**src/sv/vna_pkg.sv**
```systemverilog
`timescale 1ns / 1ps
`default_nettype none
package vna_pkg;
    localparam int MaxVertices = 1024;
    localparam int IdxBits     = $clog2(MaxVertices);
    localparam int CntBits     = IdxBits + 1;
    localparam int CoordBits   = 20;
    localparam int AccBits     = 56;

    localparam logic [1:0] KIND_STORE = 2'd0;
    localparam logic [1:0] KIND_FACE  = 2'd1;
    localparam logic [1:0] KIND_QUERY = 2'd2;

    localparam logic [1:0] ST_OK     = 2'd0;
    localparam logic [1:0] ST_FULL   = 2'd1;
    localparam logic [1:0] ST_BADIDX = 2'd2;
    localparam logic [1:0] ST_RANGE  = 2'd3;

    localparam logic signed [AccBits-1:0] AccMax = {1'b0, {(AccBits-1){1'b1}}};
    localparam logic signed [AccBits-1:0] AccMin = {1'b1, {(AccBits-1){1'b0}}};
endpackage
`default_nettype wire

```
**src/sv/vna_divider.sv**
```systemverilog
`timescale 1ns / 1ps
`default_nettype none
// Restoring divider, one quotient bit per cycle: 46-bit dividend, 32-bit divisor.
module vna_divider
    import vna_pkg::*;
(
    input  wire logic        clk,
    input  wire logic        rst_n,
    input  wire logic        go,
    input  wire logic [45:0] dividend,
    input  wire logic [31:0] divisor,
    output logic             done,
    output logic [45:0]      quotient
);
    logic [45:0] q_reg;
    logic [31:0] r_reg;
    logic [31:0] d_reg;
    logic [5:0]  n_reg;
    logic        run_reg;
    logic [32:0] trial;
    logic [33:0] diff;

    always_comb
    begin
        trial = {r_reg, q_reg[45]};
        diff  = {1'b0, trial} - {2'b00, d_reg};
    end

    always_ff @(posedge clk or negedge rst_n)
    begin
        if (!rst_n)
        begin
            run_reg <= 1'b0;
            n_reg   <= '0;
        end
        else if (go)
        begin
            run_reg <= 1'b1;
            n_reg   <= 6'd46;
        end
        else if (run_reg)
        begin
            n_reg <= n_reg - 6'd1;
            if (n_reg == 6'd1)
                run_reg <= 1'b0;
        end
    end

    always_ff @(posedge clk)
    begin
        if (go)
        begin
            q_reg <= dividend;
            r_reg <= '0;
            d_reg <= divisor;
        end
        else if (run_reg)
        begin
            if (!diff[33])
            begin
                r_reg <= diff[31:0];
                q_reg <= {q_reg[44:0], 1'b1};
            end
            else
            begin
                r_reg <= trial[31:0];
                q_reg <= {q_reg[44:0], 1'b0};
            end
        end
    end

    assign done     = run_reg && (n_reg == 6'd1);
    assign quotient = diff[33] ? {q_reg[44:0], 1'b0} : {q_reg[44:0], 1'b1};
endmodule
`default_nettype wire

```
**config.mk**
```make
export PLATFORM = sky130hd
export DESIGN_NAME = vna_divider
export DESIGN_NICKNAME = d
export VERILOG_FILES = /design/src/sv/vna_pkg.sv /design/src/sv/vna_divider.sv
export SDC_FILE = /design/constraint.sdc
export NUM_CORES = 1
export LEC_CHECK = 0
export BUFFER_PORTS_ARGS = -buffer_cell sky130_fd_sc_hd__buf_2
export CORE_MARGIN = 2
export CORE_UTILIZATION = 61
export CTS_CLUSTER_DIAMETER = 120
export DETAILED_ROUTE_END_ITERATION = 12
export GPL_TIMING_DRIVEN = 0
export PLACE_DENSITY_LB_ADDON = 0.3
export SYNTH_ARGS = -nofsm -noshare
export SYNTH_HDL_FRONTEND = slang
export SYNTH_SLANG_ARGS = --single-unit
```
**constraint.sdc**
```tcl
create_clock -name clk -period 6.3 [get_ports clk]
set_input_delay 0.63 -clock clk [delete_from_list [all_inputs] [get_ports clk]]
set_output_delay 0.63 -clock clk [all_outputs]
set_load 0.01 [all_outputs]
```
==> results of run 1 <==
[kinds of logic after synthesis]
kind of cell	count (synthesis)	synth area share, %
adders and majority gates	35	6.60
muxes	71	11.4
and+or+nand+nor	129	9.07
xor gates and xnor gates	31	4.02
DFF	117	46.8
AOI/OAI and AO/OA	128	13.1
buffers and inverters	110	8.97
[cell type report]
class	instances	area share, %
Clock inverter	11	1.52
Multi-Input combinational cell	394	36.6
Buffer	69	5.53
Timing Repair Buffer	128	7.91
Clock buffer	21	5.75
Sequential cell	117	38.7
Inverter	41	1.89
Tap cell	140	2.15
[worst max-delay path, stage by stage, from the launching register on]
cell and delay, ns:
edfxtp_1 0.38, inv_1 0.07, ha_1 0.28, a21o_1 0.23, a211o_1 0.30, o21bai_2 0.16, a2111oi_2 0.11, o21ai_2 0.29
o31ai_4 0.11, a2111oi_4 0.74, inv_2 0.17, buf_6 0.20, buf_2 0.15
[what timing repair did]
action,in CTS,in global routing
setup endpoints to repair,0,0
hold endpoints to repair,7,0
hold buffers,1,0
[metrics by stage]
stage	cell area (µm²)	power (mW)	hold slack [ns]	setup slack (ns)
floorplan	6750	1.11	0.334	3.15
global placement	7560	1.20	0.459	2.39
detailed placement	7560	1.21	0.468	2.52
CTS	8160	2.17	0.251	1.92
global route	8160	2.24	0.248	1.74
finish	8160	2.17	0.264	1.92
[worst max-delay path by stage]
| stage | start | endpoint | slack [ns] | cells after the start |
|---|---|---|---|---|
| after floorplan | d_reg[4]$_DFFE_PP_ | quotient[0] | 3.15 | 11 |
| after global placement | go | q_reg[11]$_DFFE_PP_ | 2.39 | 5 |
| after detailed placement | d_reg[4]$_DFFE_PP_ | quotient[0] | 2.52 | 12 |
| after CTS | d_reg[4]$_DFFE_PP_ | quotient[0] | 1.92 | 12 |
| after global routing | d_reg[12]$_DFFE_PP_ | quotient[0] | 1.74 | 13 |
| final | d_reg[4]$_DFFE_PP_ | quotient[0] | 1.92 | 12 |
[metal layers]
layer  up-vias  GRT usage [%]  share of wire [%]
li1       2513              -                  -
met1      2486           33.7                 41
met2       180           47.4                 49
met3        30           9.86                7.4
met4         0           9.76                1.7
met5         -              0                  0
[cell usage in the layout (no fill, tap or decap), types with 8 or more instances in the layout]
cell type / n
buf_2: 128
edfxtp_1: 78
mux2_2: 47
buf_4: 45
nor2_1: 43
inv_1: 39
nand2_1: 36
ha_1: 34
dfxtp_1: 32
a21oi_1: 24
mux2i_1: 24
o21ai_0: 22
a211oi_1: 19
clkbuf_1: 18
xnor2_1: 18
clkbuf_16: 16
xor2_1: 13
a21o_1: 10
nand3_1: 9
o21ai_1: 9
nand2b_1: 8
[power groups by stage]
stage               Sequential (mW)  Clock, mW  Combinational (mW)
global placement              0.921          0               0.279
global route                  0.916      0.997               0.324
floorplan                     0.913          0               0.201
detailed placement            0.923          0               0.290
CTS                           0.910      0.967               0.296
finish                        0.910      0.963               0.296
==> reports/metrics.cfg, run 1 <==
[detailed_routing]
drt_iter0_markers=305
routed-via-count=5209
drt-pass1-iter-count=5
vias_per_cell=5.66
post_drt_wl_per_cell_um=17.1
detail-route-antenna-nets=0
routed_wl_um=15800
remaining_drc_errors=0

[critical_path]
reg2reg_to=q_reg[0]$_DFFE_PP_
setup_crit_end_kind=primary output
critical_path.reg2reg.startpoint=d_reg[4]$_DFFE_PP_
cp_data_arrival_time_ns=3.75
setup.worst_path.class=flip-flop to primary output
rrSetupSlack_ns=2.74
timing.reg2reg.worst_path_depth=12
critical_path.startpoint_type=flip-flop
timing.critical_path.fanout_max=10
critPathRequiredTime_ns=5.67

[die]
die_area_um2=11900
initial_util_pct=62.3
placement_rows=38
core_region_area_um2=10800
die_x_um=109
die_height_um=109
i_o_pin_count=128

[layout]
final_util_pct=75.3
register_area_um2=3160
ant_cells=0
drive_gt1_share_pct=33.8
finalNonFillerCells=921
layout-area-overhead-vs-synth_pct=20.9
multi_input_comb_area_um2=2990
largest_register_ff_count=46
num-nets-final=884
nFillCells=708

[logic_synthesis]
mappedNetlistArea_um2=6750
syn-instance-count=621
synth.lib_cells_used.distinct=58
share_of_flip_flops_with_an_asynchronous_set_or_reset_after_synthesis_pct=5.98
syn_nets=737
synth-edff-count=78
ys_dominant_reg_cell=edfxtp_1
synth_area_per_cell_um2=10.9
synth_area_leaders=edfxtp_1, dfxtp_1, mux2_2
synth.most_common_cell=edfxtp_1
seq_area_frac_synth_pct=46.8
synthTopCellsByCount=edfxtp_1, mux2_2, buf_4, nor2_1, inv_1
post-synth-top-area-cell=edfxtp_1
warnings_synthesis=0
netlist.area_leader.share_pct=34.7
synth_seq_cells=117

[job]
max_cap_viol_count=0

[global_route]
maximum_number_of_pins_on_one_net_before_global_route_repair=47
grt_use_total_pct=28.2
antenna_found_initial=0
grt_first_pass_wirelength_um=25500
vias_in_the_first_global_route=5382
grt_overflow_total=0

[clock_tree]
root_buffer=clkbuf_8
insertion_delay_to_the_later_sink_of_the_worst_skew_pair_ns=0.54
cts_resized=0
cts.sinks=117
deepest_clock_path_buffer_count=2
clock_pin_slew_on_the_worst_setup_and_hold_paths_ns=0.06
tritoncts=done
post-cts-setup-buffers=0
clock_tree.htree_level_count=4
numCtsBuffers=17

[sta]
tightestPinTransition_ns=0.988
max_slew_violation_count=0
finalCritPeriodShare_pct=69.5
report.final.setup_viol=0
timing_hold_violations_final=0
rsz0062_at_grt=false
achievable-frequency_mhz=228
finalClockSkew_ns=0.0118
totalNegativeSetupSlack_ns=0
finalCriticalPeriod_ns=4.38
slew_headroom_pct=34.0

[placed_design]
routabilityCongestion=0.893
place_hpwl_um=10900
port_buffers=127
placed_cells=888

[pwr]
seqPwrFrac_pct=41.9
power.share.clock_pct=44.4
p_per_area_nw_per_um2=266
internal_power_mw=1.64
leakage_nw=3.58
switching_power_mw=0.532
p_comb_share_pct=13.7
power.switching_fraction_pct=24.5
max_ir_drop_vdd_mv=0.225

[run_status]
run_status=finished, final reports clean

[min_path]
worstHoldEndpoint=d_reg[30]$_DFFE_PP_
hold-path-cell-count=1
holdCritPathClass=input port to flip-flop
hold_path.startpoint=divisor[30]

Power figures use the tool's default switching activity.
==> run 2: changes to the inputs <==
- ABC_AREA: unset -> 1
- CORE_UTILIZATION: 61 -> 52
- clock period: 6.3 -> 3.7 ns (I/O delays scaled with it)
==> run 2 against run 1 <==
  * Die area is 34% higher
  * Setup slack lost 0.98 ns
  * Cell count is 56% higher
  * Largest cell class is now multi-input gates
==> reports/metrics.cfg, run 2 <==
[run_status]
run_status=finished, final reports clean

[sta]
finalCritPeriodShare_pct=74.5
timing_hold_violations_final=0
slew_headroom_pct=41.8
achievable-frequency_mhz=363
report.final.setup_viol=0
tightestPinTransition_ns=0.872
finalWorstSetupSlack_ns=0.944
rsz0062_at_grt=false
finalCriticalPeriod_ns=2.76
finalClockSkew_ns=0.0116
max_slew_violation_count=0

[logic_synthesis]
synth_area_per_cell_um2=7.18
synth.most_common_cell=nand2_1
seq_area_frac_synth_pct=40.4
synthTopCellsByCount=nand2_1, inv_1, edfxtp_1, nand3_1
synth.lib_cells_used.distinct=39
share_of_flip_flops_with_an_asynchronous_set_or_reset_after_synthesis_pct=5.98
netlist.area_leader.share_pct=30.0
syn_nets=1205
synth-edff-count=78
syn-instance-count=1089
post-synth-top-area-cell=edfxtp_1
synth_seq_cells=117
synth_area_leaders=edfxtp_1, nand2_1, inv_1
ys_dominant_reg_cell=edfxtp_1
warnings_synthesis=0
mappedNetlistArea_um2=7810

[critical_path]
critical_path.startpoint_type=flip-flop
critical_path.reg2reg.startpoint=q_reg[45]$_DFFE_PP_
timing.critical_path.slowest_cell_delay_ns=0.36
path_cells=inv_1, ha_1, nand2_2, nor2_4, nand3_1, nand3_2, nand2_2, nand2_4, nand2_4, nand2_4, buf_6, buf_2
timing.critical_path.fanout_max=10
reg2reg_to=r_reg[28]$_SDFFE_PP0P_
crit_top_cell=nand2_4
critical_path.slowest_cell=ha_1
timing.reg2reg.worst_path_depth=16
rrSetupSlack_ns=1.28
setup.worst_path.class=flip-flop to primary output
setup_crit_end_kind=primary output
cp_data_arrival_time_ns=2.39
critPathRequiredTime_ns=3.33

[min_path]
hold-path-cell-count=1
holdCritPathClass=input port to flip-flop
worstHoldEndpoint=d_reg[15]$_DFFE_PP_
hold_path.startpoint=divisor[15]

[detailed_routing]
post_drt_wl_per_cell_um=13.4
drt-pass1-iter-count=5
remaining_drc_errors=0
detail-route-antenna-nets=0
drt_iter0_markers=484
routed-via-count=7011
routed_wl_um=19200
vias_per_cell=4.89

[layout]
drive_gt1_share_pct=19.6
num-nets-final=1353
nFillCells=1342
most_frequent_standard_cell_in_the_layout_excluding_fill_and_tap_cells=nand2_1
ant_cells=0
final_design_area_no_fill_um2=9290
final_cell_mix=nand2_1, inv_1, buf_2, nand3_1, edfxtp_1
layout-area-overhead-vs-synth_pct=18.9
largest_register_ff_count=46

[placed_design]
pre_cts_setup_slack_ns=0.869
place_hpwl_um=14800
port_buffers=127
placedInstanceArea_um2=8700
routabilityCongestion=0.941

[pwr]
switching_power_mw=2.33
p_per_area_nw_per_um2=624
p_comb_share_pct=42.2
seqPwrFrac_pct=30.0
power.switching_fraction_pct=40.2
internal_power_mw=3.47
leakage_nw=5.10
max_ir_drop_vdd_mv=0.424
power.share.clock_pct=27.7

[job]
max_cap_viol_count=0

[clock_tree]
clock_tree.htree_level_count=4
root_buffer=clkbuf_16
cts_resized=0
clock_pin_slew_on_the_worst_setup_and_hold_paths_ns=0.07
cts.sinks=117
insertion_delay_to_the_later_sink_of_the_worst_skew_pair_ns=0.43
deepest_clock_path_buffer_count=2
numCtsBuffers=17
tritoncts=done

[die]
core_region_area_um2=14600
i_o_pin_count=128
die_height_um=127
placement_rows=44
die_area_um2=16000
die_x_um=127
initial_util_pct=53.6

[global_route]
grt_use_total_pct=24.6
grt_first_pass_wirelength_um=31600
antenna_found_initial=0
vias_in_the_first_global_route=6849
grt_overflow_total=0
maximum_number_of_pins_on_one_net_before_global_route_repair=37

[run 2: cell types whose count changed after synthesis, sizes merged, moves of 19 or more]
cell	change
inv	+135
nand2	+419
a211oi	-19
nand3	+74
mux2	-47
mux2i	-24
[run 2: worst max path at each step]
| stage | startpoint | to | slack, ns | depth (start not counted) |
|---|---|---|---|---|
| 2_1_floorplan | run_reg$_DFF_PN0_ | q_reg[0]$_DFFE_PP_ | 1.28 | 3 |
| 3_3_place_gp | go | r_reg[2]$_SDFFE_PP0P_ | -0.49 | 5 |
| 3_5_place_dp | go | q_reg[38]$_DFFE_PP_ | 0.87 | 5 |
| 4_1_cts | d_reg[7]$_DFFE_PP_ | quotient[0] | 0.94 | 14 |
| 5_1_grt | d_reg[6]$_DFFE_PP_ | quotient[0] | 0.74 | 12 |
| 6_report | d_reg[7]$_DFFE_PP_ | quotient[0] | 0.94 | 12 |
[run 2: stage by stage]
step / setup TNS, ns / hold slack, ns / std cells / util (%) / power (mW)
after floorplan: 0 / 0.0744 / 1089 / - / 3.58
after detailed placement: 0 / 0.213 / 1401 / 59.6 / 4.18
after CTS: 0 / 0.101 / 1434 / 63.7 / 5.81
final: 0 / 0.115 / 1434 / 63.7 / 5.80
after global routing: 0 / 0.100 / 1434 / 63.7 / 6.21
after global placement: -25.01 / 0.211 / 1400 / 59.5 / 4.14
[run 2: area by class of cell]
type                       count  area, µm²  share of cell area (%)
multi-input combinational    722       3500                    37.7
sequential                   117       3160                    34.0
inverter                     180        676                    7.27
timing repair buffer         129        666                    7.16
buffer                        70        480                    5.17
clock buffer                  17        425                    4.58
tap                          184        230                    2.48
clock inverter                15        156                    1.68
[run 2: metal layers]
metal | track usage (%) | part of all wire [%]
met1 | 31.6 | 45
met2 | 40.5 | 47
met3 | 5.82 | 6.1
met5 | 0 | 0
met4 | 9.11 | 2.4
[run 2: logic make-up (layout without fill, tap and decap cells)]
logic type	Yosys count	in the layout	synth area share, %
xor gates and xnor gates	14	14	1.57
buffers and inverters	250	411	14.8
and+or+nand+nor	634	634	34.7
adders and majority gates	35	35	5.70
DFF	117	117	40.4
AOI/OAI and AO/OA	39	39	2.80
[run 2: critical path: cells and delay by family, from the launching register on]
| family | cells | cell delay, ns |
|---|---|---|
| flip-flops | 1 | 0.32 |
| buffers and inverters | 3 | 0.34 |
| AND/OR/NAND/NOR | 8 | 0.94 |
| adder cells (fa/ha/maj) | 1 | 0.36 |
[run 2: power groups by stage]
stage | sequential, mW | combinational, mW | clock [mW]
4_1_cts | 1.74 | 2.44 | 1.63
6_report | 1.74 | 2.45 | 1.61
3_5_place_dp | 1.76 | 2.42 | 0
5_1_grt | 1.77 | 2.76 | 1.68
3_3_place_gp | 1.76 | 2.38 | 0
2_1_floorplan | 1.73 | 1.85 | 0
[run 2: what timing repair did]
| action | 4_1_cts | 5_1_grt |
|---|---|---|
| endpoints found under the setup margin | 0 | 0 |
| hold buffers | 1 | 0 |
| endpoints found under the hold margin | 7 | 0 |
| setup buffers | 0 | 0 |
